[config.mk]
export PLATFORM = sky130hd
export DESIGN_NAME = infix_calculator_with_percent
export DESIGN_NICKNAME = d
export VERILOG_FILES = /design/src/hw/rtl/icalc_pkg.sv /design/src/hw/rtl/infix_calculator_with_percent.sv
export SDC_FILE = /design/constraint.sdc
export NUM_CORES = 2
export LEC_CHECK = 0
export BUFFER_PORTS_ARGS = -buffer_cell sky130_fd_sc_hd__buf_4
export CAP_MARGIN = 30
export CORE_MARGIN = 2
export CORE_UTILIZATION = 30
export CTS_CLUSTER_DIAMETER = 120
export CTS_CLUSTER_SIZE = 10
export DETAILED_ROUTE_END_ITERATION = 16
export PLACE_DENSITY = 0.44
export SLEW_MARGIN = 20
export SYNTH_ARGS = -nofsm -noshare
export SYNTH_HDL_FRONTEND = slang
export SYNTH_SLANG_ARGS = --single-unit
export TNS_END_PERCENT = 30
[constraint.sdc]
create_clock -name i_clk -period 13 [get_ports i_clk]
set_clock_uncertainty 0.2 [all_clocks]
set_input_delay 1.3 -clock i_clk [delete_from_list [all_inputs] [get_ports i_clk]]
set_output_delay 1.3 -clock i_clk [all_outputs]
set_load 0.005 [all_outputs]
[src/hw/rtl/icalc_pkg.sv]
package icalc_pkg;

    localparam logic [7:0] CH_0       = 8'h30;
    localparam logic [7:0] CH_9       = 8'h39;
    localparam logic [7:0] CH_DOT     = 8'h2E;
    localparam logic [7:0] CH_PERCENT = 8'h25;
    localparam logic [7:0] CH_PLUS    = 8'h2B;
    localparam logic [7:0] CH_MINUS   = 8'h2D;
    localparam logic [7:0] CH_STAR    = 8'h2A;
    localparam logic [7:0] CH_SLASH   = 8'h2F;

    localparam logic [1:0] MUL_NONE = 2'd0;
    localparam logic [1:0] MUL_MUL  = 2'd1;
    localparam logic [1:0] MUL_DIV  = 2'd2;

    localparam logic [59:0] SAT_MANT = {60{1'b1}};
    localparam logic [63:0] POS_MAX  = 64'h7FFF_FFFF_FFFF_FFFF;
    localparam logic [63:0] NEG_MAX  = 64'h8000_0000_0000_0000;

    typedef logic [67:0] t_pow;

    function automatic t_pow f_pow10(input logic [4:0] k);
        t_pow p;
        case (k)
            5'd0:    p = 68'd1;
            5'd1:    p = 68'd10;
            5'd2:    p = 68'd100;
            5'd3:    p = 68'd1000;
            5'd4:    p = 68'd10000;
            5'd5:    p = 68'd100000;
            5'd6:    p = 68'd1000000;
            5'd7:    p = 68'd10000000;
            5'd8:    p = 68'd100000000;
            5'd9:    p = 68'd1000000000;
            5'd10:   p = 68'd10000000000;
            5'd11:   p = 68'd100000000000;
            5'd12:   p = 68'd1000000000000;
            5'd13:   p = 68'd10000000000000;
            5'd14:   p = 68'd100000000000000;
            5'd15:   p = 68'd1000000000000000;
            5'd16:   p = 68'd10000000000000000;
            5'd17:   p = 68'd100000000000000000;
            5'd18:   p = 68'd1000000000000000000;
            5'd19:   p = 68'd10000000000000000000;
            5'd20:   p = 68'd100000000000000000000;
            default: p = 68'd0;
        endcase
        return p;
    endfunction

    function automatic logic [63:0] f_mag(input logic [63:0] v);
        return v[63] ? (64'd0 - v) : v;
    endfunction

endpackage

[src/hw/rtl/infix_calculator_with_percent.sv]
// Channel   | Dir | tdata                    | tuser                          | tlast
// s_axis    | in  | [7:0] char_code          | -                              | last_char
// m_axis    | out | [63:0] result_value      | [0] div_by_zero, [1] overflow  | -
//
// A digit, dot or ignored character goes through S_IDLE, S_DISP and S_TASK in turn.
// Each number end, unless saturated, runs a shift-subtract divide; a pending '*'
// adds a shift-add multiply, a pending '/' with a nonzero divisor another divide,
// and a percent fold one more multiply. All iterate on one shared 128-bit datapath.
// Reset is synchronous active low; it clears the sequencer but not the datapath.
// The result sits in an output register; input is taken while it waits, but the
// next result stalls until it is taken.
module infix_calculator_with_percent
    import icalc_pkg::*;
#(
    parameter int FRAC_BITS  = 32,
    parameter int MAX_DIGITS = 18
) (
    input  logic        i_clk,
    input  logic        i_rst_n,
    input  logic        s_axis_tvalid,
    output logic        s_axis_tready,
    input  logic [7:0]  s_axis_tdata,   // [7:0] char_code
    input  logic        s_axis_tlast,
    output logic        m_axis_tvalid,
    input  logic        m_axis_tready,
    output logic [63:0] m_axis_tdata,   // [63:0] result_value
    output logic [1:0]  m_axis_tuser    // [0] div_by_zero, [1] overflow
);

    localparam int         DIV_ITER = 64 + FRAC_BITS;
    localparam logic [63:0] DIG_LIMIT = 64'(f_pow10(5'(MAX_DIGITS)));
    localparam logic [4:0]  MAXD     = 5'(MAX_DIGITS);

    localparam logic [3:0] S_IDLE  = 4'd0;
    localparam logic [3:0] S_DISP  = 4'd1;
    localparam logic [3:0] S_TASK  = 4'd2;
    localparam logic [3:0] S_DIV   = 4'd3;
    localparam logic [3:0] S_MUL   = 4'd4;
    localparam logic [3:0] S_POST  = 4'd5;
    localparam logic [3:0] S_APPLY = 4'd6;
    localparam logic [3:0] S_ADD   = 4'd7;

    localparam logic [1:0] K_NUM  = 2'd0;
    localparam logic [1:0] K_TERM = 2'd1;
    localparam logic [1:0] K_FOLD = 2'd2;

    logic [3:0]   r_state;
    logic [7:0]   r_char;
    logic         r_t_end, r_t_mul, r_t_fold, r_t_add, r_t_out, r_pct;
    logic [63:0]  r_sum, r_term, r_v;
    logic         r_term_pct, r_term_started, r_sum_started, r_add_op;
    logic [1:0]   r_mul_op;
    logic [59:0]  r_mant;
    logic [4:0]   r_fdig;
    logic         r_present, r_fraction, r_frozen;
    logic         r_err_div, r_err_ovf;
    logic [127:0] r_acc;
    logic [67:0]  r_rem, r_opd;
    logic [6:0]   r_cnt;
    logic         r_neg, r_is_mul;
    logic [1:0]   r_kind;
    logic         r_out_valid;
    logic [63:0]  r_out_data;
    logic [1:0]   r_out_user;

    logic         w_is_digit;
    logic [3:0]   w_digit;
    logic [63:0]  w_grown;
    logic [68:0]  w_rem_sh;
    logic         w_ge;
    logic [64:0]  w_mac;
    logic [127:0] w_mag;
    logic [63:0]  w_lim;
    logic         w_over;
    logic [63:0]  w_sat;
    logic [63:0]  w_addsub;
    logic         w_add_ovf;
    logic         w_out_load;

    assign w_is_digit = (r_char >= CH_0) && (r_char <= CH_9);
    assign w_digit    = 4'(r_char - CH_0);
    assign w_grown    = {1'b0, r_mant, 3'b0} + {3'b0, r_mant, 1'b0} + {60'd0, w_digit};

    assign w_rem_sh = {r_rem, r_acc[127]};
    assign w_ge     = w_rem_sh >= {1'b0, r_opd};
    assign w_mac    = {1'b0, r_acc[127:64]} + (r_acc[0] ? {1'b0, r_opd[63:0]} : 65'd0);

    assign w_mag  = r_is_mul ? (r_acc >> FRAC_BITS) : r_acc;
    assign w_lim  = r_neg ? NEG_MAX : POS_MAX;
    assign w_over = (|w_mag[127:64]) || (w_mag[63:0] > w_lim);
    assign w_sat  = w_over ? w_lim : (r_neg ? (64'd0 - w_mag[63:0]) : w_mag[63:0]);

    assign w_out_load = (r_state == S_TASK) && !r_t_end && !r_t_mul && !r_t_fold
                        && !r_t_add && r_t_out && (!r_out_valid || m_axis_tready);

    always_comb begin
        if (r_add_op) begin
            w_addsub  = r_sum - r_v;
            w_add_ovf = (r_sum[63] != r_v[63]) && (w_addsub[63] != r_sum[63]);
        end else begin
            w_addsub  = r_sum + r_v;
            w_add_ovf = (r_sum[63] == r_v[63]) && (w_addsub[63] != r_sum[63]);
        end
    end

    assign s_axis_tready = (r_state == S_IDLE);
    assign m_axis_tvalid = r_out_valid;
    assign m_axis_tdata  = r_out_data;
    assign m_axis_tuser  = r_out_user;

    always_ff @(posedge i_clk) begin
        if (!i_rst_n) begin
            r_state        <= S_IDLE;
            r_t_end        <= 1'b0;
            r_t_mul        <= 1'b0;
            r_t_fold       <= 1'b0;
            r_t_add        <= 1'b0;
            r_t_out        <= 1'b0;
            r_sum          <= '0;
            r_term         <= '0;
            r_term_pct     <= 1'b0;
            r_term_started <= 1'b0;
            r_sum_started  <= 1'b0;
            r_add_op       <= 1'b0;
            r_mul_op       <= MUL_NONE;
            r_mant         <= '0;
            r_fdig         <= '0;
            r_present      <= 1'b0;
            r_fraction     <= 1'b0;
            r_frozen       <= 1'b0;
            r_err_div      <= 1'b0;
            r_err_ovf      <= 1'b0;
            r_cnt          <= '0;
            r_out_valid    <= 1'b0;
        end else begin
            if (w_out_load) begin
                r_out_valid <= 1'b1;
            end else if (r_out_valid && m_axis_tready) begin
                r_out_valid <= 1'b0;
            end
            unique case (r_state)
                S_IDLE: begin
                    if (s_axis_tvalid) begin
                        r_char  <= s_axis_tdata;
                        r_t_out <= s_axis_tlast;
                        r_state <= S_DISP;
                    end
                end
                S_DISP: begin
                    r_pct    <= (r_char == CH_PERCENT);
                    r_t_end  <= r_t_out || (r_char == CH_PERCENT) || (r_char == CH_STAR)
                                || (r_char == CH_SLASH) || (r_char == CH_PLUS)
                                || (r_char == CH_MINUS);
                    r_t_mul  <= (r_char == CH_STAR) || (r_char == CH_SLASH);
                    r_t_fold <= r_t_out || (r_char == CH_PLUS) || (r_char == CH_MINUS);
                    r_t_add  <= (r_char == CH_PLUS) || (r_char == CH_MINUS);
                    if (w_is_digit && !r_frozen) begin
                        r_present <= 1'b1;
                        if (r_fraction) begin
                            if (r_fdig >= MAXD || w_grown >= DIG_LIMIT) begin
                                r_err_ovf <= 1'b1;
                            end else begin
                                r_mant <= w_grown[59:0];
                                r_fdig <= r_fdig + 5'd1;
                            end
                        end else if (w_grown >= DIG_LIMIT) begin
                            r_err_ovf <= 1'b1;
                            r_mant    <= SAT_MANT;
                            r_fdig    <= '0;
                            r_frozen  <= 1'b1;
                        end else begin
                            r_mant <= w_grown[59:0];
                        end
                    end else if (r_char == CH_DOT && !r_frozen) begin
                        if (r_fraction) begin
                            r_frozen <= 1'b1;
                        end else begin
                            r_fraction <= 1'b1;
                            r_present  <= 1'b1;
                        end
                    end
                    r_state <= S_TASK;
                end
                S_TASK: begin
                    if (r_t_end) begin
                        if (!r_present) begin
                            r_t_end <= 1'b0;
                        end else if (r_mant == SAT_MANT) begin
                            r_err_ovf <= 1'b1;
                            r_v       <= POS_MAX;
                            r_state   <= S_APPLY;
                        end else begin
                            r_acc    <= {4'b0, r_mant, 64'b0};
                            r_opd    <= f_pow10(r_fdig + (r_pct ? 5'd2 : 5'd0));
                            r_rem    <= '0;
                            r_cnt    <= 7'(DIV_ITER);
                            r_neg    <= 1'b0;
                            r_is_mul <= 1'b0;
                            r_kind   <= K_NUM;
                            r_state  <= S_DIV;
                        end
                    end else if (r_t_mul) begin
                        r_mul_op <= (r_char == CH_STAR) ? MUL_MUL : MUL_DIV;
                        r_t_mul  <= 1'b0;
                    end else if (r_t_fold) begin
                        r_mul_op <= MUL_NONE;
                        if (!r_term_started) begin
                            r_t_fold <= 1'b0;
                        end else if (r_term_pct && r_sum_started) begin
                            r_acc    <= {64'b0, f_mag(r_term)};
                            r_opd    <= {4'b0, f_mag(r_sum)};
                            r_cnt    <= 7'd64;
                            r_neg    <= r_sum[63] ^ r_term[63];
                            r_is_mul <= 1'b1;
                            r_kind   <= K_FOLD;
                            r_state  <= S_MUL;
                        end else begin
                            r_v     <= r_term;
                            r_state <= S_ADD;
                        end
                    end else if (r_t_add) begin
                        r_add_op <= (r_char == CH_MINUS);
                        r_t_add  <= 1'b0;
                    end else if (r_t_out) begin
                        if (!r_out_valid || m_axis_tready) begin
                            r_out_data     <= r_sum;
                            r_out_user     <= {r_err_ovf, r_err_div};
                            r_t_out        <= 1'b0;
                            r_sum          <= '0;
                            r_term         <= '0;
                            r_term_pct     <= 1'b0;
                            r_term_started <= 1'b0;
                            r_sum_started  <= 1'b0;
                            r_add_op       <= 1'b0;
                            r_mul_op       <= MUL_NONE;
                            r_mant         <= '0;
                            r_fdig         <= '0;
                            r_present      <= 1'b0;
                            r_fraction     <= 1'b0;
                            r_frozen       <= 1'b0;
                            r_err_div      <= 1'b0;
                            r_err_ovf      <= 1'b0;
                            r_state        <= S_IDLE;
                        end
                    end else begin
                        r_state <= S_IDLE;
                    end
                end
                S_DIV: begin
                    r_rem   <= w_ge ? 68'(w_rem_sh - {1'b0, r_opd}) : w_rem_sh[67:0];
                    r_acc   <= {r_acc[126:0], w_ge};
                    r_cnt   <= r_cnt - 7'd1;
                    if (r_cnt == 7'd1) begin
                        r_state <= S_POST;
                    end
                end
                S_MUL: begin
                    r_acc <= {w_mac, r_acc[63:1]};
                    r_cnt <= r_cnt - 7'd1;
                    if (r_cnt == 7'd1) begin
                        r_state <= S_POST;
                    end
                end
                S_POST: begin
                    if (w_over) begin
                        r_err_ovf <= 1'b1;
                    end
                    unique case (r_kind)
                        K_NUM: begin
                            r_v     <= w_sat;
                            r_state <= S_APPLY;
                        end
                        K_TERM: begin
                            r_term         <= w_sat;
                            r_term_pct     <= 1'b0;
                            r_term_started <= 1'b1;
                            r_mul_op       <= MUL_NONE;
                            r_mant         <= '0;
                            r_fdig         <= '0;
                            r_present      <= 1'b0;
                            r_fraction     <= 1'b0;
                            r_frozen       <= 1'b0;
                            r_t_end        <= 1'b0;
                            r_state        <= S_TASK;
                        end
                        default: begin
                            r_v     <= w_sat;
                            r_state <= S_ADD;
                        end
                    endcase
                end
                S_APPLY: begin
                    if (r_mul_op == MUL_MUL) begin
                        r_acc    <= {64'b0, f_mag(r_v)};
                        r_opd    <= {4'b0, f_mag(r_term)};
                        r_cnt    <= 7'd64;
                        r_neg    <= r_term[63] ^ r_v[63];
                        r_is_mul <= 1'b1;
                        r_kind   <= K_TERM;
                        r_state  <= S_MUL;
                    end else if (r_mul_op == MUL_DIV && r_v != 64'd0) begin
                        r_acc    <= {f_mag(r_term), 64'b0};
                        r_opd    <= {4'b0, f_mag(r_v)};
                        r_rem    <= '0;
                        r_cnt    <= 7'(DIV_ITER);
                        r_neg    <= r_term[63] ^ r_v[63];
                        r_is_mul <= 1'b0;
                        r_kind   <= K_TERM;
                        r_state  <= S_DIV;
                    end else begin
                        if (r_mul_op == MUL_DIV) begin
                            r_err_div      <= 1'b1;
                            r_term         <= '0;
                            r_term_pct     <= 1'b0;
                            r_term_started <= 1'b1;
                            r_mul_op       <= MUL_NONE;
                        end else if (!r_term_started) begin
                            r_term         <= r_v;
                            r_term_pct     <= r_pct;
                            r_term_started <= 1'b1;
                        end
                        r_mant     <= '0;
                        r_fdig     <= '0;
                        r_present  <= 1'b0;
                        r_fraction <= 1'b0;
                        r_frozen   <= 1'b0;
                        r_t_end    <= 1'b0;
                        r_state    <= S_TASK;
                    end
                end
                S_ADD: begin
                    if (w_add_ovf) begin
                        r_err_ovf <= 1'b1;
                        r_sum     <= r_sum[63] ? NEG_MAX : POS_MAX;
                    end else begin
                        r_sum <= w_addsub;
                    end
                    r_sum_started  <= 1'b1;
                    r_term         <= '0;
                    r_term_pct     <= 1'b0;
                    r_term_started <= 1'b0;
                    r_t_fold       <= 1'b0;
                    r_state        <= S_TASK;
                end
                default: begin
                    r_state <= S_IDLE;
                end
            endcase
        end
    end

    a_iter_count: assert property (@(posedge i_clk) disable iff (!i_rst_n)
        (r_state == S_DIV || r_state == S_MUL) |-> (r_cnt != 7'd0))
        else $error("iteration counter empty while unit busy");

    a_frac_digits: assert property (@(posedge i_clk) disable iff (!i_rst_n)
        r_fdig <= MAXD)
        else $error("fraction digit count beyond limit");

    a_mant_range: assert property (@(posedge i_clk) disable iff (!i_rst_n)
        ({4'b0, r_mant} < DIG_LIMIT) || (r_mant == SAT_MANT))
        else $error("mantissa out of range");

    a_out_hold: assert property (@(posedge i_clk) disable iff (!i_rst_n)
        (r_out_valid && !m_axis_tready) |=> (r_out_valid && $stable(r_out_data)))
        else $error("result lost while stalled");

endmodule

* Word level (Yosys, flattened, before mapping)
Memories as Yosys holds them, arrays and structs flattened. Cells that the tools add are included.
Word-level totals: memory bits (read-only) 2016, memories 1, output and inout bits 68, register bits after elaboration 628, input port bits 13
Cells by class: $add $sub $neg 14, bitwise gates (word level) 6, equality and inequality tests 72, reductions and logical operators 80, $lt $le $gt $ge 6, muxes and demuxes 226
Memories:
- (name not given) | depth 32, width 63, rd ports 1, clocked after Yosys merged registers in 0, wr ports 0, line icalc_pkg.sv:24 | case (k)
Operators by type and width (number):
- 64-bit two-way mux | 29
- 128-bit two-way mux | 10
- 68-bit two-way mux | 15
- 60-bit two-way mux | 13
- 128-bit case mux with 4 select lines | 1
- 64-bit case mux with 2 select lines | 2
- 64-bit case mux with 4 select lines | 1
- 1-bit by 64-bit subtractor with 64-bit output, first input constant | 4
- 60-bit case mux with 4 select lines | 1
- 68-bit case mux with 3 select lines | 1
- 68-bit case mux with 2 select lines | 1
- 1-bit two-way mux | 75
- 69-bit by 68-bit >= comparator with 1-bit output | 1
- 68-bit subtractor | 1
- 64-bit by 64-bit adder with 65-bit output | 1
- 5-bit two-way mux | 13
- 63-bit by 61-bit adder with 64-bit output | 1
- 64-bit by 4-bit adder with 64-bit output | 1
- 64-bit adder | 1
- 64-bit by 60-bit >= comparator with 1-bit output, second input constant | 1
- 64-bit > comparator | 1
- 64-bit nonzero test | 1
- 64-bit OR reduction | 1
- 64-bit subtractor | 1
- 60 further kinds | 227

* Logic depth before layout (Yosys ltp)
word-level depth 9, mapped depth 29

* Worst setup path before layout
No wires, ideal clock.
path kind input-to-reg, from input i_rst_n, to register r_acc[0], enable pin, arrival time 7.229 ns, path slack 4.955 ns, library setup time 0.617 ns, stages on the path 4, buffers on the path 2, cell sequence clkbuf_1 clkbuf_1 nand2_1 nor2_1
Between the ends: cells in the longest elaborated chain, start to end 1
Ends and longest elaborated chain:
- from (decl) | line infix_calculator_with_percent.sv:19 | input logic i_rst_n,
- 9-bit AND reduction (no source line)
- to (signal assigned) | line infix_calculator_with_percent.sv:193 | r_acc <= {4'b0, r_mant, 64'b0};
- to (signal assigned) | line infix_calculator_with_percent.sv:210 | r_acc <= {64'b0, f_mag(r_term)};
- to (signal assigned) | line infix_calculator_with_percent.sv:251 | r_acc <= {r_acc[126:0], w_ge};
- to (decl) | line infix_calculator_with_percent.sv:57 | logic [127:0] r_acc;
No other way between the ends. A chain may end at the register's enable or synchronous reset.

* Worst setup path after layout
from register r_char[3], to register r_mant[34]
Between the ends: cells in the longest elaborated chain, start to end 7, elaborated cells between the ends (all ways) 16
Ends and longest elaborated chain:
- from (decl) | line infix_calculator_with_percent.sv:48 | logic [7:0] r_char;
- from (signal assigned) | line infix_calculator_with_percent.sv:144 | r_char <= s_axis_tdata;
- 4-bit by 1-bit subtractor with 4-bit output | line infix_calculator_with_percent.sv:81 | assign w_digit = 4'(r_char - CH_0);
- 64-bit by 4-bit adder with 64-bit output | line infix_calculator_with_percent.sv:82 | assign w_grown = {1'b0, r_mant, 3'b0} + {3'b0, r_mant, 1'b0} + {60'd0, w_digit};
- 64-bit by 60-bit >= comparator with 1-bit output | line infix_calculator_with_percent.sv:160, infix_calculator_with_percent.sv:166
- 60-bit two-way mux | line infix_calculator_with_percent.sv:166 | end else if (w_grown >= DIG_LIMIT) begin
- 60-bit two-way mux | line infix_calculator_with_percent.sv:159 | if (r_fraction) begin
- 60-bit two-way mux | line infix_calculator_with_percent.sv:157 | if (w_is_digit && !r_frozen) begin
- 60-bit case mux with 4 select lines | line infix_calculator_with_percent.sv:141 | unique case (r_state)
- to (signal assigned) | line infix_calculator_with_percent.sv:163 | r_mant <= w_grown[59:0];
- to (signal assigned) | line infix_calculator_with_percent.sv:172 | r_mant <= w_grown[59:0];
- to (decl) | line infix_calculator_with_percent.sv:53 | logic [59:0] r_mant;
Parallel ways exist; a longest one is shown, timed or not. The select of a mux whose other input is x is not followed.

==> metrics.md <==
| Metric | Value |
|---|---|
| Status | `completed` |
| # port buffers | `80` |
| Die X | `435 um` |
| Min-delay worst type | `reg -> reg` |
| Global placement routability congestion | `0.966` |
| RSZ-0062 raised after global routing | `false` |
| DP HPWL | `195 mm` |
| Minimum clock period | `7.32 ns` |
| Switching pwr | `3.80 mW` |
| Clock transition at the registers of the reported paths | `0.06 ns` |
| Syn nets | `7298` |
| Register area share after synthesis | `0.296` |
| Ports | `81` |
| Main synth FF type | `edfxtp_1` |
| Fraction of power consumed by sequential logic | `0.334` |
| Worst rel slew slack | `0.238` |
| Final setup viols | `0` |
| Largest net degree at the start of global routing | `136` |
| Later-pin clock latency in the skew report | `0.74 ns` |
| Cells on worst reg2reg path | `18` |
| Synth unique cells | `95` |
| Syn avg cell area | `8.18 um2` |
| Initial Utilization | `0.301` |
| Hold Violations, Final | `0` |
| Worst EP arrival | `7.68 ns` |
| Synthesized flop and latch total | `624` |
| Core ar. | `185000 um2` |
| Fraction of registers with async set/reset | `0` |
| Drt wl/cell | `27.4 um` |
| Worst EP required | `13.36 ns` |
| Maximum buffer depth of the clock tree | `3` |
| Gate power share | `0.424` |
| Area contributors post-synth | `edfxtp_1 (22%), ha_1 (10%), dfxtp_1 (7.9%)` |
| Fill cells | `19800` |
| Cell Area, Synth | `55800 um2` |
| Synth top area share | `0.217` |
| Die height | `435 um` |
| DR DRC count | `0` |
| 1st-iter DRT viols | `6387` |
| Nets@finish | `7139` |
| CTS Hold Bufs | `0` |
| Setup TNS Final | `0 ns` |
| WS Path Type | `reg -> reg` |
| Via-to-Cell Ratio | `5.99` |
| Cells after Synth | `6820` |
| Worst Max-Slew Pin Slew | `1.14 ns` |
| # resized after CTS | `0` |
| Max Fclk | `137 MHz` |
| Tot GR Track Use | `0.255` |
| Max-cap violations | `0` |
| Switching fraction of total power | `0.445` |
| Drt first pass iters | `8` |
| Grt total ovfl | `0` |
| Final core utilization | `0.329` |
| Die area | `190000 um2` |
| H-tree depth | `3` |
| Area Overhead vs Synth | `9.32%` |
| Synth warn | `0` |
| Post-synth EDFFs | `404` |
| TritonCTS buffer count | `73` |
| Crit path capture type | `register` |
| CTS tree | `yes` |
| Most frequent cells in the layout | `o21ai_0 (733), a21oi_1 (637), nand2_1 (537)` |
| Global-route wire length before repair | `367 mm` |
| Max-slew violations | `0` |
| Commonest non-fill, non-tap cell in the layout | `o21ai_0` |
| Root Driver | `clkbuf_16` |
| Hold path cells | `0` |
| Clock power frac | `0.242` |
| CTS sink count | `624` |
| # rows | `158` |
| Worst Path Max Fanout | `55` |
| Final clock period utilization by the worst path | `0.563` |
| Post-CTS setup buffer count | `0` |
| Layout cells sized above 1 | `0.0566` |
| Cell internal pwr | `4.74 mW` |
| Power density over the cells | `140 nW/um2` |
| CP startpoint kind | `register` |
| Number of global-route vias before repair | `51700` |
| Routed via count | `55100` |
| Initial antenna violation count | `8` |
| Leak pwr | `24.3 nW` |
| Dominant cell type by area after synthesis | `edfxtp_1` |
| Antenna viol nets, final | `0` |
| Final WL | `252 mm` |
| Peak VDD IR | `0.0981 mV` |
-- Yosys cell counts (35+ instances only) --
cell      instances
nand4_1         110
nor2_1          501
a31oi_1          59
and2_1           97
xor2_1          112
ha_1            459
o21a_1           48
o31ai_1          92
nor4_1           68
or4_1            35
nor2b_1          48
a211oi_1         46
or3_1            43
nand2_1         541
a22oi_1          82
a21o_1          212
o221ai_1         43
o211ai_1        108
nand3_1         119
mux2i_1         148
o41ai_1          42
o21ai_0         734
xnor2_1         304
inv_1           317
a21oi_1         638
nor3_1           99
dfxtp_1         220
o21bai_1         76
a222oi_1         87
edfxtp_1        404
nand2b_1        101
clkbuf_1        373
-- worst max-delay path: stages, from the launching register on --
cell and delay (ns):
edfxtp_1 0.52, fa_1 0.54, ha_1 0.32, a211o_1 0.34, a211o_1 0.30, a221oi_1 0.82, o31a_1 0.41, o31ai_1 0.20
a21oi_1 0.38, a31oi_1 0.27, xor2_1 0.21, a2111o_1 0.39, a2111oi_0 0.57, o21ai_1 0.36, o211ai_1 0.25, buf_4 0.47
buf_12 0.32, mux2i_1 0.22, nor2_1 0.05
-- sequential cells by signal (all words and copies together) (netlist names), 2 cells and up --
register and flops:
r_state 3, r_mul_op 2, m_axis_tuser 2, r_cnt 7, r_char 8, r_sum 64, r_acc 128, r_v 64
m_axis_tdata 64, r_mant 60, r_rem 68, r_term 64, r_kind 2, r_fdig 5, r_opd 65
-- power by group through the flow --
stage | combinational, mW | sequential [mW] | clock (mW)
finish | 3.62 | 2.85 | 2.07
global route | 3.93 | 2.85 | 2.18
global placement | 3.52 | 2.87 | 0
CTS | 3.56 | 2.83 | 2.11
detailed placement | 3.54 | 2.87 | 0
floorplan | 2.44 | 2.69 | 0
-- stage by stage --
step	worst slack (ns)	instances	total power, mW	hold slack [ns]	cell area [um2]
finish	5.68	9195	8.54	0.268	61000
global route	5.24	9191	8.96	0.286	61000
CTS	5.72	9190	8.51	0.273	61000
detailed placement	5.78	9065	6.41	0.262	58900
global placement	5.74	9053	6.39	0.264	58700
floorplan	4.95	6820	5.12	0.206	55800
-- cell families (layout without fill, tap and decap cells) --
family	count (synthesis)	count (layout)	synth area share
and+or+nand+nor	1888	1888	0.164
buffers and inverters	737	628	0.0508
DFF	624	624	0.296
muxes	173	173	0.0316
adders and majority gates	465	465	0.105
other	0	4	0
AOI/OAI and AO/OA	2517	2517	0.287
xor gates and xnor gates	416	416	0.0653
-- final timing paths --
path,start,to,slack [ns]
max reg2reg,r_char[3]$_DFFE_PP_,r_mant[34]$_SDFFE_PN0P_,5.68
min reg2reg,r_err_div$_SDFFE_PN0P_,m_axis_tuser[0]$_DFFE_PP_,0.27
max,r_char[3]$_DFFE_PP_,r_mant[34]$_SDFFE_PN0P_,5.68
min,r_err_div$_SDFFE_PN0P_,m_axis_tuser[0]$_DFFE_PP_,0.27
-- cell type report --
class                   count  area [um2]  area share
multi-input cells        5459       36600       0.600
clock buffers             118        2060      0.0338
diodes                      4        10.0    0.000164
well taps                2480        3100      0.0509
inverters                 322        1210      0.0199
flip-flops and latches    624       16500       0.271
clock inverters             7        82.6     0.00135
repair buffers            181        1400      0.0230
-- routing by layer --
metal / wire, um / global-route usage / part of all wire / vias up
li1: - / - / - / 25200
met1: 115000 / 0.363 / 0.46 / 27200
met2: 110000 / 0.393 / 0.44 / 2243
met3: 17900 / 0.0363 / 0.071 / 378
met4: 9060 / 0.0866 / 0.036 / 6
met5: 45 / 0 / 0.00018 / -
Note: power is estimated with default switching activity, not from simulation.
